--- src/rtl/nhcd_pkg.sv ---
// Package for the histogram chi-square distance block.
// Holds field widths and shared constants; no dependencies.
package nhcd_pkg;
    localparam int BIN_W      = 24;
    localparam int DIST_W     = 25;
    localparam int MAX_BINS_D = 64;
    localparam int Q_W        = 32;   // normalized bin, Q1.31 (value <= 2^31)
    localparam int ACC_W      = 64;
    localparam logic [DIST_W-1:0] ONE_Q24 = 25'd16777216;
endpackage

--- src/rtl/nhcd_mem.sv ---
// Bin pair store: one synchronous RAM, one write and one read port.
// Depends on nhcd_pkg.
module nhcd_mem import nhcd_pkg::*; #(
    parameter int DEPTH = MAX_BINS_D,
    parameter int AW    = (DEPTH > 1) ? $clog2(DEPTH) : 1
) (
    input  logic                     clk,
    input  logic                     we,
    input  logic [AW-1:0]            waddr,
    input  logic [2*BIN_W-1:0]       wdata,
    input  logic [AW-1:0]            raddr,
    output logic [2*BIN_W-1:0]       rdata
);
    logic [2*BIN_W-1:0] mem [DEPTH];
    logic [2*BIN_W-1:0] rdata_reg;

    always_ff @(posedge clk)
    begin
        if (we)
            mem[waddr] <= wdata;
        rdata_reg <= mem[raddr];
    end

    assign rdata = rdata_reg;
endmodule

--- config.mk ---
export PLATFORM = sky130hd
export DESIGN_NAME = nhcd_mem
export DESIGN_NICKNAME = d
export VERILOG_FILES = /design/src/rtl/nhcd_pkg.sv /design/src/rtl/nhcd_mem.sv
export SDC_FILE = /design/constraint.sdc
export NUM_CORES = 2
export LEC_CHECK = 0
export BUFFER_PORTS_ARGS = -buffer_cell sky130_fd_sc_hd__buf_2
export CORE_MARGIN = 2
export CORE_UTILIZATION = 60
export DETAILED_ROUTE_END_ITERATION = 7
export GPL_TIMING_DRIVEN = 0
export PLACE_DENSITY = 0.81
export SYNTH_ARGS = -nofsm -noshare
export SYNTH_HDL_FRONTEND = slang
export SYNTH_SLANG_ARGS = --single-unit
--- constraint.sdc ---
create_clock -name clk -period 9.8 [get_ports clk]
set_input_delay 0.49 -clock clk [delete_from_list [all_inputs] [get_ports clk]]
set_output_delay 0.49 -clock clk [all_outputs]
set_load 0.005 [all_outputs]
==> impl_results.md <==
- Status: finished with violations
- Failing checks: max-capacitance violations, max-slew violations
- DRT antenna net count: 0
- Synth Register Bits: ~3100
- Placed cells: 7751
- Layout Cells excl Fill: between 8000 and 9000
- Final #Nets: 5594
- Clock skew: roughly 43 ps
- Critical Path Source Type: input pin
- IO Count: 110
- Drt first-iter violations: ~14000
- Crit-path max FO: 12
- Clock group share of total power: a little over two fifths
- Reg-to-Reg End: rdata[46]$_DFF_P_
- Dpl cell area: around 120000 um2
- Vias in the first global route: roughly 64000
- Netlist cell types: 36
- Pre-CTS WS: 4850 ps
- Initial core utilization: about three fifths
- Final Util: 68.9%
- Height of the die: about 450 um
- Total power: 28.2 mW
- CP max stage cell: a21oi_1
- Comb power frac: 5.5%
- GPL Wtd Cong: 0.868
- RR Startpoint: mem[26][46]$_DFFE_PP_
- Root buffer cell: clkbuf_16
- Post-CTS resize count: 0
- Clock transition at path regs: about 60 ps
- Buf/Inv on CP: 4
- Worst slew pin tran: 1570 ps
- Clock Latency Late Sink: ~960 ps
- Clock sinks: 3120
- CP Capture Type: flop
- Total number of vias: around 64000
- Pleak: between 40 and 50 nW
- Crit-path max cell delay: between 900 and 1000 ps
- Hold_buf cts: 0
- First-pass GRT wire length: 510000 um
- Int Pwr: 21.9 mW
- Port Buffers: slightly above 100
- Fillers: approximately 10000
- Post-synth ARST share: 0%
- Largest register FFs: around 3100
- Setup Buffers After CTS: 0
- Worst Path Required: 10520 ps
- Die X: approximately 450 um
- Area delta synth->final: 14.4%
- Net Sw Power: roughly 6.2 mW
- Remaining DRCs: 0
- Max transition margin: -4.55%
- FMAX: 0.249 GHz
- Syn avg cell area: roughly 24 um2
- Final hold viol count: 0
- YS warnings: 0
- Fin crit share: 41.0%
- Multi-input gate area: about 23000 um2
- Final Slew Violations: between 40 and 50
- FF-to-FF setup slack: 6890 ps
- Vias per cell: 7.72
- WL/cell: ~45 um
- Final setup viols: 0
- Max_cap viols: 5
- Hold Crit Endpoint: mem[5][16]$_DFFE_PP_
- Hold slack: just over 80 ps
- All-Layer GR Usage: between 30% and 40%
- Post-Syn Area: between 100000 and 150000 um2
- Mapped Cells: 4970
- Seq. cell area: between 90000 and 100000 um2
- Peak VDD IR: around 210 uV
- Most used DFF post-synth: edfxtp_1
- Die area: slightly below 200000 um2
- Crit-path cells: buf_2 -> buf_4 -> buf_4 -> buf_2 -> nand3b_1 -> o221ai_1 -> a21oi_1 -> a21oi_1 -> a221oi_1
- Critical Path AT: about 4700 ps
- Worst Slack Setup Final: 5780 ps
- Largest net degree at the start of global routing: 65
- CTS tree: yes
- Sw frac: about 22%
- Grt ovf: 0
- Min Tclk post-route: 4020 ps
- Pwr dens: roughly 210 nW/um2
- Setup TNS after final layout: 0 ps
- Pre-antenna DRT Iters: 8
- Core area: 194000 um2
- DP HPWL: between 200000 and 250000 um
- Syn Nets: roughly 5000
- Sequential share of power: between 50% and 60%
- RSZ-0062 raised after global routing: no
- R2r worst-path depth: 4
- Final wirelength: 373000 um
- # H-tree levels: 5
- Top Family by Delay on Critical Path: compound AO/OA/AOI/OAI gates
- Final Instance Area: between 100000 and 150000 um2
- Hold Path Class: in2reg
- Commonest non-fill, non-tap cell in the layout: edfxtp_1
- Site Rows: ~160
- Sequential area share after synthesis: 79.6%
- Critical path type: in2reg
- Layout cells sized above 1: between 20% and 30%
- Most frequent cells in the layout: edfxtp_1 (3072), mux4_2 (754), clkbuf_16 (321), buf_2 (200), clkbuf_1 (154)
- Total CTS buffers: between 300 and 400
- EDFF count, synth: roughly 3100
- CTS Buffer Depth: 4
- Hold Path Depth: 1
- Initial antenna violation count: 26
- Min-delay src: wdata[16]
==> worst max-delay path by stage <==
stage                   from               endpoint  slack, ps  depth (start not counted)
floorplan           waddr[3]   mem[48][0]$_DFFE_PP_       5030                          4
CTS                 raddr[3]      rdata[40]$_DFF_P_       5660                          7
global route        raddr[4]      rdata[31]$_DFF_P_       5920                          8
global placement    waddr[3]  mem[49][30]$_DFFE_PP_        750                          4
finish              raddr[1]      rdata[25]$_DFF_P_       5780                          9
detailed placement  raddr[3]      rdata[40]$_DFF_P_       4850                          7
==> cell usage after synthesis (2+ instances only) <==
| master | n | area, um2 |
|---|---|---|
| a311oi_1 | 11 | 96.3 |
| nand4_1 | 2 | 12.5 |
| nand2_1 | 55 | 206 |
| nand2b_1 | 10 | 62.6 |
| nor3_1 | 3 | 15.0 |
| mux2i_1 | 63 | 631 |
| buf_2 | 98 | 490 |
| buf_4 | 62 | 465 |
| clkbuf_1 | 98 | 368 |
| mux2_2 | 12 | 135 |
| a22oi_1 | 72 | 541 |
| or3b_2 | 4 | 35.0 |
| a221oi_1 | 83 | 727 |
| a31o_2 | 5 | 43.8 |
| buf_1 | 12 | 45.0 |
| a22o_1 | 57 | 499 |
| nand3b_1 | 5 | 37.5 |
| or3_1 | 3 | 18.8 |
| dfxtp_1 | 48 | 961 |
| nor2b_1 | 24 | 150 |
| o22ai_1 | 122 | 763 |
| and2_1 | 3 | 18.8 |
| a211oi_1 | 32 | 240 |
| a21oi_1 | 74 | 370 |
| mux4_2 | 754 | 17000 |
| or2_2 | 3 | 18.8 |
| edfxtp_1 | 3072 | 92200 |
| o221ai_1 | 28 | 245 |
| buf_6 | 11 | 124 |
| nand3_1 | 7 | 35.0 |
| nor2_1 | 132 | 495 |
==> cells by family after synthesis <==
kind of cell	Yosys count	synth area share, %
flops	3120	79.6
mux	829	15.2
compound gates	486	3.02
buf+inv	282	1.28
simple gates	253	0.957
==> final cells by class <==
| type | instances | share of cell area [%] |
|---|---|---|
| Tap cell | 2542 | 2.37 |
| Multi-Input combinational cell | 1568 | 17.1 |
| Clock inverter | 157 | 0.990 |
| Antenna cell | 29 | 0.0542 |
| Sequential cell | 3120 | 69.6 |
| Clock buffer | 389 | 6.27 |
| Timing Repair Buffer | 245 | 2.55 |
| Buffer | 282 | 1.12 |
==> per-layer routing <==
| layer | vias up | wire (um) | global-route usage (%) |
|---|---|---|---|
| li1 | 22700 | - | - |
| met1 | 32100 | 108000 | 46.2 |
| met2 | 7612 | 172000 | 58.2 |
| met3 | 1869 | 59000 | 11.9 |
| met4 | 26 | 33600 | 25.8 |
| met5 | - | 176 | 0 |
==> power groups by stage <==
stage	registers [mW]	logic, mW	clock network [mW]
finish	14.8	1.55	11.8
global route	14.8	1.56	12.2
CTS	14.8	1.48	11.7
detailed placement	15.1	1.43	0
global placement	15.1	1.35	0
floorplan	15.1	0.706	0
No activity file was read; power rests on OpenSTA's default activity.
