**src/rtl/nhcd_pkg.sv**
```systemverilog
// Package for the histogram chi-square distance block.
// Holds field widths and shared constants; no dependencies.
package nhcd_pkg;
    localparam int BIN_W      = 24;
    localparam int DIST_W     = 25;
    localparam int MAX_BINS_D = 64;
    localparam int Q_W        = 32;   // normalized bin, Q1.31 (value <= 2^31)
    localparam int ACC_W      = 64;
    localparam logic [DIST_W-1:0] ONE_Q24 = 25'd16777216;
endpackage

```
**src/rtl/nhcd_div.sv**
```systemverilog
// Radix-2 restoring divider, one quotient bit per cycle.
// Depends on nhcd_pkg.
module nhcd_div import nhcd_pkg::*; #(
    parameter int NW = 64,
    parameter int DW = 64
) (
    input  logic          clk,
    input  logic          rst_n,
    input  logic          start,
    input  logic [NW-1:0] num,
    input  logic [DW-1:0] den,
    output logic          done,
    output logic [NW-1:0] quot
);
    localparam int CW = $clog2(NW + 1);
    logic [NW-1:0] q_reg;
    logic [DW:0]   r_reg;
    logic [DW-1:0] d_reg;
    logic [CW-1:0] cnt_reg;
    logic          run_reg, done_reg;
    logic [DW:0]   r_sh;

    assign r_sh = {r_reg[DW-1:0], q_reg[NW-1]};

    always_ff @(posedge clk or negedge rst_n)
    begin
        if (!rst_n)
        begin
            run_reg  <= 1'b0;
            done_reg <= 1'b0;
            cnt_reg  <= '0;
        end
        else
        begin
            done_reg <= 1'b0;
            if (start)
            begin
                run_reg <= 1'b1;
                cnt_reg <= CW'(NW);
            end
            else if (run_reg)
            begin
                cnt_reg <= cnt_reg - 1'b1;
                if (cnt_reg == CW'(1))
                begin
                    run_reg  <= 1'b0;
                    done_reg <= 1'b1;
                end
            end
        end
    end

    always_ff @(posedge clk)
    begin
        if (start)
        begin
            q_reg <= num;
            r_reg <= '0;
            d_reg <= den;
        end
        else if (run_reg)
        begin
            if (r_sh >= {1'b0, d_reg})
            begin
                r_reg <= r_sh - {1'b0, d_reg};
                q_reg <= {q_reg[NW-2:0], 1'b1};
            end
            else
            begin
                r_reg <= r_sh;
                q_reg <= {q_reg[NW-2:0], 1'b0};
            end
        end
    end

    assign done = done_reg;
    assign quot = q_reg;
endmodule

```
**config.mk**
```make
export PLATFORM = sky130hd
export DESIGN_NAME = nhcd_div
export DESIGN_NICKNAME = d
export VERILOG_FILES = /design/src/rtl/nhcd_pkg.sv /design/src/rtl/nhcd_div.sv
export SDC_FILE = /design/constraint.sdc
export NUM_CORES = 1
export LEC_CHECK = 0
export BUFFER_PORTS_ARGS = -buffer_cell sky130_fd_sc_hd__buf_2
export CAP_MARGIN = 10
export CORE_AREA = 2 2 150 152
export CTS_CLUSTER_DIAMETER = 50
export DETAILED_ROUTE_END_ITERATION = 8
export DIE_AREA = 0 0 152 154
export GPL_TIMING_DRIVEN = 0
export PLACE_DENSITY_LB_ADDON = 0.05
export REMOVE_ABC_BUFFERS = 1
export SLEW_MARGIN = 15
export SYNTH_ARGS = -nofsm -noshare
export SYNTH_HDL_FRONTEND = slang
export SYNTH_SLANG_ARGS = --single-unit
```
**constraint.sdc**
```tcl
create_clock -name clk -period 5.68 [get_ports clk]
set_input_delay 1.42 -clock clk [delete_from_list [all_inputs] [get_ports clk]]
set_output_delay 1.42 -clock clk [all_outputs]
set_load 0.02 [all_outputs]
```
==> impl_metrics.toml <==
[cts]
cts_hold_buf = 0
post-cts-setup-buffer-count = 0
tritoncts = "yes"
cts_buffer_depth = 3
clock_latency_ns = 0.55
cts_max_level = 1
cts.clk_slew.worst_paths_ns = 0.06
cts_resized = 0
clock-root-buffer = "clkbuf_16"
clock_sinks = 201
cts_buffers = 27

[global_route]
grt_pass1_vias = 9046
met2_usage_pct = 38.3
overflow = 0
antenna_found_initial = 0
grt_max_degree = 104
gr-max-usage-layer = "met2"
gr-usage-met1_pct = 30.5
grt_first_pass_wirelength_um = 45100
met3_usage_pct = 4.96
grt_use_total_pct = 22.9

[synth]
seq_area_frac_synth_pct = 45.3
synth_seq_cells = 201
synth_most_common_cell = "edfxtp_1"
synthesis.area_um2 = 11800
synth_top_area_cell = "edfxtp_1"
synth_top_area_share_pct = 32.5
synthArstFlopShare_pct = 4.48
syn_avg_cell_area_um2 = 10.0
yosysWarnings = 0
synth_cell_type_count = 65
synthTopCellsByCount = "edfxtp_1 (128), nand2_1 (94), nor2_1 (94), a21oi_1 (80), inv_1 (79)"
synth_area_leaders = "edfxtp_1 (33%), dfxtp_1 (11%), ha_1 (7.0%), mux2_2 (6.2%), mux2i_1 (3.6%)"
synthCells = 1178
synth-edff-count = 128
ys.flop_type = "edfxtp_1"

[critical_path]
worstRegToRegCells = 13
cp-startpoint = "d_reg[4]"
cp.arrival_ns = 4.25
startpoint_type = "flip-flop"
reg2reg_to = "r_reg[0]"
rrSetupSlack_ns = 1.89
slowest_stage = "a41o_4"
critPathMaxFanout = 53
path_class = "flip-flop to flip-flop"
cp_cell_sequence = "inv_1 > ha_1 > nand3_1 > a21oi_1 > nor2_1 > o311a_1 > o2bb2ai_1 > a221oi_2 > o21ai_1 > a41o_4 > buf_16 > mux2_4 > a211oi_2"
critPathMaxStageDelay_ns = 0.56
crit_family = "compound AO/OA/AOI/OAI gates"
cp.required_ns = 6.14
cp-end-kind = "flip-flop"
path_buf_inv = 2
r2r-start = "d_reg[4]"

[timing]
fmax_mhz = 264
fin_crit_ns = 3.79
fin_skew_ns = 0.0126
finalHoldWorstSlack_ns = 0.470
setup_viol = 0
rsz0062_at_grt = "false"
worstMarginPinSlew_ns = 0.985
slew_viol_final = 0
fin_crit_sh_pct = 66.7
timing.final.hold_violations = 0
fin_ws_ns = 1.89
slew_headroom_pct = 32.7

[floorplanning]
die_w_um = 152
start_util_pct = 54.5
row_count = 54
fp.coreArea_um2 = 21700
die_y_um = 154
die_area_um2 = 23400
ios = 196

[place]
place_area_um2 = 13000
gp_congestion = 0.861
pre_cts_ws_ns = 1.86
place_hpwl_um = 19800
port_buffers = 195

[drt]
routed_wl_um = 27400
first_pass_iters = 5
vias = 9327
postRouteAntennaNets = 0
viasPerCell = 5.67
drt_iter0_markers = 556
drcViolationCount = 0
post_drt_wl_per_cell_um = 16.7

[finish]
post-route-util_pct = 64.3
final_nets = 1542
fin_area_um2 = 13900
syn_to_final_growth_pct = 17.9
antenna_cells = 0
drive_above_1_share_pct = 24.1

[outcome]
status = "finished, final reports clean"

[pwr]
ir_drop_mv = 0.319
total_power_mw = 6.10
power.density_nw_per_um2 = 437
p_leak_nw = 6.03

[min_path]
hp-class = "flip-flop to flip-flop"
hold_end = "r_reg[1]"
hold_path_depth = 2
worstHoldStart = "r_reg[1]"

[flow_run]
maxCapViolCount = 0
-- worst max path at each step --
stage	to	slack (ns)	cells after the start
floorplan	r_reg[0]	0.91	12
global route	r_reg[63]	1.57	13
global placement	quot[51]	-3.11	3
CTS	r_reg[0]	1.83	13
detailed placement	r_reg[0]	1.86	13
finish	r_reg[0]	1.89	13
-- worst min-delay path, cell delays in order, from the launching register on --
cell and delay, ns:
dfxtp_1 0.32, nand2_1 0.05, o21ai_1 0.05
-- logic make-up (layout without fill, tap and decap cells) --
kind of cell    Yosys count  after routing  synth area share [%]
compound gates          308            308                  16.8
xor+xnor                 67             67                  4.96
mux                     109            109                  9.96
simple gates            284            284                  10.9
buf+inv                 142            329                  5.06
fa+ha+maj                67             67                  7.15
flops                   201            201                  45.3
-- cell usage in the layout (no fill, tap or decap), types with 26 or more instances in the layout --
cell type | Yosys | final
a211oi_1 | 51 | 51
a21o_1 | 33 | 33
a21oi_1 | 80 | 80
buf_2 | 12 | 194
clkbuf_16 | 0 | 28
dfxtp_1 | 64 | 64
edfxtp_1 | 128 | 128
ha_1 | 66 | 66
inv_1 | 79 | 78
mux2_2 | 65 | 65
mux2i_1 | 43 | 43
nand2_1 | 94 | 94
nor2_1 | 94 | 93
o21ai_0 | 53 | 53
xnor2_1 | 41 | 41
xor2_1 | 26 | 26
-- cell type report --
class	count	area [um2]
Clock buffer	35	767
Clock inverter	15	159
Fill cell	1846	7750
Inverter	79	299
Multi-Input combinational cell	835	5890
Sequential cell	201	5350
Tap cell	280	350
Timing Repair Buffer	200	1120
-- report_power, final --
group	leakage, nW	internal [mW]	switching, mW	total, mW
Clock	0.452	1.02	0.689	1.71
Combinational	3.65	1.02	1.36	2.38
Sequential	1.93	1.84	0.173	2.01
Total	6.03	3.88	2.22	6.10
-- layer usage --
| layer | up-vias | share of wire (%) |
|---|---|---|
| met5 | - | 0 |
| met4 | 0 | 2.3 |
| met3 | 40 | 6.0 |
| met2 | 266 | 47 |
| met1 | 4395 | 45 |
| li1 | 4626 | - |
-- stage by stage --
stage / std cells / setup TNS, ns
after CTS: 1645 / 0
after detailed placement: 1595 / 0
final: 1645 / 0
after global placement: 1590 / -224.14
after floorplan: 1115 / 0
after global routing: 1645 / 0
Note: power is estimated with default switching activity, not from simulation.
